### config.mk
export PLATFORM = sky130hd
export DESIGN_NAME = point_run_length_encoder
export DESIGN_NICKNAME = d
export VERILOG_FILES = /design/src/hdl/prle_pkg.sv /design/src/hdl/prle_core.sv /design/src/hdl/prle_outq.sv /design/src/hdl/point_run_length_encoder.sv
export SDC_FILE = /design/constraint.sdc
export NUM_CORES = 2
export LEC_CHECK = 0
export BUFFER_PORTS_ARGS = -buffer_cell sky130_fd_sc_hd__buf_2
export CORE_MARGIN = 8
export CORE_UTILIZATION = 49
export DETAILED_ROUTE_END_ITERATION = 7
export PLACE_DENSITY = 0.67
export SETUP_SLACK_MARGIN = 0.5
export SLEW_MARGIN = 10
export SYNTH_ARGS = -nofsm -noshare
export SYNTH_HDL_FRONTEND = slang
export SYNTH_SLANG_ARGS = --single-unit
### constraint.sdc
create_clock -name clk -period 38.2 [get_ports clk]
set_input_delay 1.91 -clock clk [delete_from_list [all_inputs] [get_ports clk]]
set_output_delay 1.91 -clock clk [all_outputs]
set_load 0.05 [all_outputs]
### src/hdl/prle_pkg.sv
`timescale 1ns / 1ps
// ---------------------------------------------------------------------------
// prle_pkg : shared types and constants for the point run-length encoder
// Record layout, the record push bundle, and the tolerance comparison.
// ---------------------------------------------------------------------------
package prle_pkg;

  localparam int unsigned PRLE_OUT_DEPTH = 4;
  localparam logic [31:0] PRLE_COUNT_MAX = 32'hFFFF_FFFF;
  localparam logic [15:0] PRLE_TOL_RESET = 16'd7;

  // One run record as it leaves the block
  typedef struct packed {
    logic        [31:0] count;
    logic signed [31:0] x;
    logic signed [31:0] y;
    logic signed [31:0] z;
    logic        [7:0]  red;
    logic        [7:0]  green;
    logic        [7:0]  blue;
    logic               last;
    logic        [31:0] total;
  } prle_rec_t;

  // Records produced by one point: n is 0, 1 or 2, rec0 goes out first
  typedef struct packed {
    logic [1:0] n;
    prle_rec_t  rec0;
    prle_rec_t  rec1;
  } prle_push_t;

  // True when |a - b| < tol, with a and b signed 32-bit
  function automatic logic coord_close(input logic signed [31:0] a,
                                       input logic signed [31:0] b,
                                       input logic [15:0] tol);
    logic signed [32:0] d;
    logic [32:0]        mag;
    d   = {a[31], a} - {b[31], b};
    mag = d[32] ? (~d + 33'd1) : d;
    return mag < {17'd0, tol};
  endfunction

endpackage

### src/hdl/prle_core.sv
`timescale 1ns / 1ps
// ---------------------------------------------------------------------------
// prle_core : run tracking and record generation
// Holds the open run and counters, compares each accepted point against the
// run's first point and builds the records that the point closes.
// ---------------------------------------------------------------------------
module prle_core (
  input  logic                clk,
  input  logic                rst_n,
  input  logic                accept,
  input  logic signed [31:0]  coord_x,
  input  logic signed [31:0]  coord_y,
  input  logic signed [31:0]  coord_z,
  input  logic [7:0]          color_red,
  input  logic [7:0]          color_green,
  input  logic [7:0]          color_blue,
  input  logic                frame_end,
  input  logic                cfg_we,
  input  logic [15:0]         cfg_data,
  output prle_pkg::prle_push_t push
);
  import prle_pkg::*;

  logic [15:0]        tol_r;
  logic               open_r,  open_nxt;
  logic signed [31:0] hx_r,    hx_nxt;
  logic signed [31:0] hy_r,    hy_nxt;
  logic signed [31:0] hz_r,    hz_nxt;
  logic [23:0]        hc_r,    hc_nxt;
  logic [31:0]        rc_r,    rc_nxt;
  logic [31:0]        pc_r,    pc_nxt;

  logic        match;
  logic        closed;
  logic [23:0] color;
  logic [31:0] run_cnt;
  prle_rec_t   closed_rec;
  prle_rec_t   final_rec;

  assign color = {color_red, color_green, color_blue};

  // Compare against the run's first point
  always_comb begin
    match = coord_close(hx_r, coord_x, tol_r) &&
            coord_close(hy_r, coord_y, tol_r) &&
            coord_close(hz_r, coord_z, tol_r) &&
            (color == hc_r);
    closed = open_r && !(match && (rc_r != PRLE_COUNT_MAX));
  end

  // Work out the run state after this point
  always_comb begin
    pc_nxt = (pc_r == PRLE_COUNT_MAX) ? pc_r : pc_r + 32'd1;
    if (!open_r || closed) begin
      hx_nxt  = coord_x;
      hy_nxt  = coord_y;
      hz_nxt  = coord_z;
      hc_nxt  = color;
      run_cnt = 32'd1;
    end else begin
      hx_nxt  = hx_r;
      hy_nxt  = hy_r;
      hz_nxt  = hz_r;
      hc_nxt  = hc_r;
      run_cnt = rc_r + 32'd1;
    end
    rc_nxt   = run_cnt;
    open_nxt = 1'b1;
    // Frame end drops the run and restarts the cloud count
    if (frame_end) begin
      open_nxt = 1'b0;
      hx_nxt   = '0;
      hy_nxt   = '0;
      hz_nxt   = '0;
      hc_nxt   = '0;
      rc_nxt   = '0;
    end
  end

  // Build the closed and final records
  always_comb begin
    closed_rec.count = rc_r;
    closed_rec.x     = hx_r;
    closed_rec.y     = hy_r;
    closed_rec.z     = hz_r;
    closed_rec.red   = hc_r[23:16];
    closed_rec.green = hc_r[15:8];
    closed_rec.blue  = hc_r[7:0];
    closed_rec.last  = 1'b0;
    closed_rec.total = '0;

    final_rec.count  = run_cnt;
    final_rec.x      = (!open_r || closed) ? coord_x : hx_r;
    final_rec.y      = (!open_r || closed) ? coord_y : hy_r;
    final_rec.z      = (!open_r || closed) ? coord_z : hz_r;
    final_rec.red    = (!open_r || closed) ? color_red   : hc_r[23:16];
    final_rec.green  = (!open_r || closed) ? color_green : hc_r[15:8];
    final_rec.blue   = (!open_r || closed) ? color_blue  : hc_r[7:0];
    final_rec.last   = 1'b1;
    final_rec.total  = pc_nxt;

    push.n    = {1'b0, closed} + {1'b0, frame_end};
    push.rec0 = closed ? closed_rec : final_rec;
    push.rec1 = final_rec;
  end

  // Hold tolerance register
  always_ff @(posedge clk) begin
    if (!rst_n) begin
      tol_r <= PRLE_TOL_RESET;
    end else if (cfg_we) begin
      tol_r <= cfg_data;
    end
  end

  // Advance run state on each accepted point
  always_ff @(posedge clk) begin
    if (!rst_n) begin
      open_r <= 1'b0;
      hx_r   <= '0;
      hy_r   <= '0;
      hz_r   <= '0;
      hc_r   <= '0;
      rc_r   <= '0;
      pc_r   <= '0;
    end else if (accept) begin
      open_r <= open_nxt;
      hx_r   <= hx_nxt;
      hy_r   <= hy_nxt;
      hz_r   <= hz_nxt;
      hc_r   <= hc_nxt;
      rc_r   <= rc_nxt;
      pc_r   <= frame_end ? 32'd0 : pc_nxt;
    end
  end

endmodule

### src/hdl/prle_outq.sv
`timescale 1ns / 1ps
// ---------------------------------------------------------------------------
// prle_outq : record output queue
// Small register queue that takes up to two records a cycle and hands one
// record a cycle to the output channel while out_stall is low.
// ---------------------------------------------------------------------------
module prle_outq #(
  parameter int unsigned DEPTH = prle_pkg::PRLE_OUT_DEPTH
) (
  input  logic                 clk,
  input  logic                 rst_n,
  input  logic                 push_en,
  input  prle_pkg::prle_push_t push,
  input  logic                 out_stall,
  output logic                 out_valid,
  output prle_pkg::prle_rec_t  out_rec,
  output logic                 room
);
  import prle_pkg::*;

  localparam int unsigned PW = (DEPTH > 1) ? $clog2(DEPTH) : 1;
  localparam int unsigned CW = $clog2(DEPTH + 1);
  localparam logic [PW-1:0] LAST_IDX = PW'(DEPTH - 1);
  localparam logic [CW-1:0] ROOM_MAX = CW'(DEPTH - 2);

  function automatic logic [PW-1:0] ptr_inc(input logic [PW-1:0] p);
    return (p == LAST_IDX) ? '0 : p + PW'(1);
  endfunction

  prle_rec_t     mem [DEPTH];
  logic [PW-1:0] wr_r, wr_nxt;
  logic [PW-1:0] rd_r, rd_nxt;
  logic [CW-1:0] cnt_r, cnt_nxt;
  logic          pop;
  logic [1:0]    n_push;

  assign n_push    = push_en ? push.n : 2'd0;
  assign out_valid = (cnt_r != '0);
  assign pop       = out_valid && !out_stall;
  assign out_rec   = mem[rd_r];
  assign room      = (cnt_r <= ROOM_MAX);

  // Advance pointers and fill level
  always_comb begin
    case (n_push)
      2'd1:    wr_nxt = ptr_inc(wr_r);
      2'd2:    wr_nxt = ptr_inc(ptr_inc(wr_r));
      default: wr_nxt = wr_r;
    endcase
    rd_nxt  = pop ? ptr_inc(rd_r) : rd_r;
    cnt_nxt = cnt_r + CW'(n_push) - CW'(pop);
  end

  always_ff @(posedge clk) begin
    if (!rst_n) begin
      wr_r  <= '0;
      rd_r  <= '0;
      cnt_r <= '0;
    end else begin
      wr_r  <= wr_nxt;
      rd_r  <= rd_nxt;
      cnt_r <= cnt_nxt;
    end
  end

  // Store records
  always_ff @(posedge clk) begin
    if (n_push != 2'd0) begin
      mem[wr_r] <= push.rec0;
    end
    if (n_push == 2'd2) begin
      mem[ptr_inc(wr_r)] <= push.rec1;
    end
  end

endmodule

### src/hdl/point_run_length_encoder.sv
`timescale 1ns / 1ps
// ---------------------------------------------------------------------------
// point_run_length_encoder : run-length encoder for colored 3D points
// Groups consecutive points that stay within a coordinate tolerance of the
// run's first point and share its color, and emits one record per run.
// ---------------------------------------------------------------------------
//  channel | direction | handshake           | payload
//  in_     | input     | in_valid / in_stall  | point x y z, r g b, frame_end
//  out_    | output    | out_valid/out_stall  | run record, last flag, total
//  cfg_    | input     | cfg_valid/cfg_ready  | coord_tolerance (16 bit)
//
//  One point is accepted per cycle while in_stall is low; its records
//  enter a 4-entry output queue at the accepting edge and leave it one
//  per cycle while out_stall is low. A point that closes a run at frame
//  end yields two records. in_stall rises while fewer than two queue
//  entries are free. Synchronous active-low reset clears the run, counters
//  and the queue and sets the tolerance to 7. cfg_ready is always high.
// ---------------------------------------------------------------------------
module point_run_length_encoder #(
  parameter int unsigned OUT_DEPTH = prle_pkg::PRLE_OUT_DEPTH
) (
  input  logic               clk,
  input  logic               rst_n,
  input  logic               in_valid,
  output logic               in_stall,
  input  logic signed [31:0] in_coord_x,
  input  logic signed [31:0] in_coord_y,
  input  logic signed [31:0] in_coord_z,
  input  logic [7:0]         in_color_red,
  input  logic [7:0]         in_color_green,
  input  logic [7:0]         in_color_blue,
  input  logic               in_frame_end,
  output logic               out_valid,
  input  logic               out_stall,
  output logic [31:0]        out_run_count,
  output logic signed [31:0] out_run_x,
  output logic signed [31:0] out_run_y,
  output logic signed [31:0] out_run_z,
  output logic [7:0]         out_run_red,
  output logic [7:0]         out_run_green,
  output logic [7:0]         out_run_blue,
  output logic               out_last_run,
  output logic [31:0]        out_total_points,
  input  logic               cfg_valid,
  output logic               cfg_ready,
  input  logic [15:0]        cfg_data
);
  import prle_pkg::*;

  logic       accept;
  logic       room;
  prle_push_t push;
  prle_rec_t  rec;

  assign in_stall  = !room;
  assign accept    = in_valid && !in_stall;
  assign cfg_ready = 1'b1;

  prle_core u_core (
    .clk         (clk),
    .rst_n       (rst_n),
    .accept      (accept),
    .coord_x     (in_coord_x),
    .coord_y     (in_coord_y),
    .coord_z     (in_coord_z),
    .color_red   (in_color_red),
    .color_green (in_color_green),
    .color_blue  (in_color_blue),
    .frame_end   (in_frame_end),
    .cfg_we      (cfg_valid && cfg_ready),
    .cfg_data    (cfg_data),
    .push        (push)
  );

  prle_outq #(.DEPTH(OUT_DEPTH)) u_outq (
    .clk       (clk),
    .rst_n     (rst_n),
    .push_en   (accept),
    .push      (push),
    .out_stall (out_stall),
    .out_valid (out_valid),
    .out_rec   (rec),
    .room      (room)
  );

  // Unpack the head record onto the ports
  assign out_run_count    = rec.count;
  assign out_run_x        = rec.x;
  assign out_run_y        = rec.y;
  assign out_run_z        = rec.z;
  assign out_run_red      = rec.red;
  assign out_run_green    = rec.green;
  assign out_run_blue     = rec.blue;
  assign out_last_run     = rec.last;
  assign out_total_points = rec.total;

endmodule

==> impl_results.md <==
* Status: finished, final reports clean
* Area share of the leading cell type in the synthesized netlist at 0.414
* Main combinational cell family by area after synthesis: compound AO/OA/AOI/OAI gates
* Achievable frequency at between 0.07 and 0.08 GHz
* Deepest level of the CTS H-tree at 3
* Endpoints failing hold at 0
* Largest incremental delay on the critical path at 890 ps
* Worst Clk Skew at 36.2 ps
* Gr ovfl total at 0
* Leakage power total at 0.0216 uW
* Initial antenna violation count at 33
* Post-route DRC at 0
* Normalized max-slew margin at 0.206
* Worst hold slack at approximately 470 ps
* Fraction of the cycle the final worst path needs at 0.330
* Netlist area before placement at 53400 um^2
* R2r endpoint: u_outq.mem[2][135]
* Setup violations, final at 0
* CP arrival at 13150 ps
* Switching part of the total at 0.371
* Kind of capture point of the worst setup path: flop
* Xor and xnor area share after synthesis at 0.0282
* Number of synthesized register bits at 950
* Clk pin slew, worst setup/hold paths at about 60 ps
* Clock tree from TritonCTS: built
* Hold EP: u_outq.mem[2][32]
* Number of optimization iterations in the first detailed-route pass at 6
* Cell at the slowest stage of the critical path: buf_4
* Count of flip-flops with a built-in enable after synthesis at between 700 and 800
* Root Driver: clkbuf_16
* Maximum number of buffers from clock root to sink at 3
* Total count of max-transition violations in the final report at 0
* RSZ-0062 raised after global routing: false
* Power density over the cells at ~60 nW/um^2
* Number of standard cells after synthesis at ~4600
* Pin slew with the least headroom to its limit at between 1000 and 1500 ps
* HPWL reported at the end of detailed placement at between 100000 and 150000 um
* Logic gate share of total power at 0.342
* Die Footprint at roughly 120000 um^2
* Internal power of the cells at ~2200 uW
* Count of maximum capacitance violations at 0
* Ranking of synthesized cells by area: edfxtp_1 (41%), a22o_1 (11%), dfxtp_1 (8.0%)
* Type of element launching the critical path: input port
* Net switching power figure at 1300 uW
* Detailed-route wire length per cell at 25.5 um
* Count of port buffers added during placement at roughly 330
* TNS Setup at 0 ps
* Clk network pwr share at 0.290
* Hold wc startpoint: u_outq.mem[2][32]
* Area share of fa/ha/maj cells after synthesis at 0.0390
* Vert. Die Dim at approximately 350 um
* Synth Area in Compound Gates at 0.214
* Via-to-Cell Ratio at roughly 6.5
* Cell type with the highest aggregate area in the netlist: edfxtp_1
* DRT Wirelength at between 150000 and 200000 um
* Post-synthesis mux area share at 0.0833
* Width of the die at roughly 350 um
* Worst vdd ir at approximately 0.037 mV
* Worst hold path class: flop to flop
* Worst-case register-to-register setup slack at around 27000 ps
* WP data required at 38750 ps
* Post-CTS sizing at 0
* Count of hold-fix buffers inserted at cts at 0
* Site Rows at between 100 and 150
* Post-synthesis async set-or-reset flop share at 0
* Pin count of the biggest net entering global routing at roughly 130
* Growth of design area from synthesis to finish at 11.1%
* Skew-Pair Late Insertion Delay at ~700 ps
* Part of the Yosys area used for sequential elements at 0.494
* First-pass GRT wire length at approximately 240000 um
* Cell occurring most often along the worst timing path: ha_1
* Clock sink total at 950
* Placeable core area at between 100000 and 150000 um^2
* Total clock buffers created by CTS at ~100
* Buffers inserted by post-CTS timing repair at 0
* Antenna-violating nets left at 0
* Hold Path Depth at 2
* Overall via count from detail_route at approximately 40000
* Ports placed on the boundary at between 300 and 400
* Number of design-rule violations left by the first detailed-router iteration at around 3700
* Sequential fraction of design power at 0.368
* R2R depth at 36
* Post-route minimum period at around 13000 ps
* Total track usage at 0.255
* Most frequently used cell type in the post-synthesis netlist: edfxtp_1
* Start-to-end type of the worst setup path: input port to flop
* Effective utilization at floorplan at 0.492
* Number of warning messages in the yosys log at 0
* Leading register cell type out of synthesis: edfxtp_1
* Crit-path max FO at between 80 and 90
* Critical R2R Launch: u_core.hy_r[0]
* Final weighted congestion in routability-driven placement at between 0.9 and 1
* Final Net Count at approximately 5000
* Commonest cells in the netlist: edfxtp_1 (736), a22o_1 (675), nor2_1 (313)
* Synthesized net count at slightly below 5000
* Average size of a mapped cell at about 12 um^2
* Share of post-route cells with drive strength above 1 at 0.166
* Vias in the first global route at 39922
* Simple logic cell fraction of the synthesized area at 0.102
* Number of distinct library cells after synthesis at 104
[cells in the final DEF, fill, tap and decap left out, types with 129 or more instances in the layout]
cell type	count
ha_1	160
mux4_2	185
o21ai_0	129
edfxtp_1	736
nand2_1	235
buf_2	328
a21oi_1	149
inv_1	155
dfxtp_1	212
nor2_1	310
a22o_1	671
[per-stage QoR]
| step | power, uW | worst slack (ps) | instances | cell area (um^2) | utilization |
|---|---|---|---|---|---|
| 5_1_grt | 3660 | 24630 | 6208 | 59300 | 0.546 |
| 2_1_floorplan | 2200 | 23710 | 4561 | 53400 | - |
| 3_5_place_dp | 2530 | 24790 | 6007 | 55800 | 0.514 |
| 4_1_cts | 3540 | 25500 | 6198 | 59300 | 0.546 |
| 6_report | 3520 | 25590 | 6223 | 59400 | 0.547 |
| 3_3_place_gp | 2510 | 25040 | 6007 | 55800 | 0.514 |
[worst max path at each step]
stage | startpoint | end | slack [ps]
after floorplan | in_coord_y[0] | u_outq.mem[0][158] | 23710
after global placement | in_coord_y[0] | u_outq.mem[2][146] | 25040
after detailed placement | in_coord_y[0] | u_outq.mem[2][127] | 24790
after CTS | in_coord_y[0] | u_outq.mem[2][64] | 25500
after global routing | in_coord_y[0] | u_outq.mem[3][115] | 24630
final | in_coord_y[0] | u_outq.mem[2][135] | 25590
[cells by family (layout without fill, tap and decap cells)]
kind of cell | after synthesis | after routing
adders and majority gates | 164 | 164
xor gates and xnor gates | 172 | 172
other | 1 | 26
buffers and inverters | 504 | 727
and+or+nand+nor | 1091 | 1091
AOI/OAI and AO/OA | 1466 | 1466
DFF | 950 | 950
muxes | 213 | 213
[metal layers]
layer,track usage,up-vias,share of wire
met2,0.436,1544,0.49
met5,0,-,0.00026
met1,0.328,20117,0.41
met3,0.0469,247,0.073
li1,-,18303,-
met4,0.0782,6,0.029
[worst max-delay path, delay by kind of cell]
family,cells,cell delay (ps)
and+or+nand+nor,16,4430
AOI/OAI and AO/OA,9,2850
buffers and inverters,5,2030
adders and majority gates,5,1620
xor gates and xnor gates,1,180
[flip-flops by register name (all words and copies together), names as in the netlist, named ones only]
register,cells
u_core.hz_r,32
u_core.hx_r,32
u_outq.wr_r,2
u_outq.cnt_r,3
u_core.tol_r,16
u_core.hc_r,24
u_core.pc_r,32
u_outq.mem,740
u_core.open_r,1
u_core.hy_r,32
u_core.rc_r,32
u_outq.rd_r,2
[power groups by stage]
stage	Combinational (uW)	Clock [uW]	Sequential (uW)
floorplan	896	0	1300
global placement	1200	0	1310
detailed placement	1210	0	1320
CTS	1210	1030	1290
global route	1280	1070	1300
finish	1200	1020	1290
[cell type report]
class	count	area, um^2
Antenna cell	25	62.6
Inverter	160	631
Clock inverter	43	582
Tap cell	1414	1770
Multi-Input combinational cell	3107	25000
Clock buffer	148	2900
Sequential cell	950	26400
Fill cell	9210	49200
Timing Repair Buffer	376	2010
(Power assumes the default switching activity.)
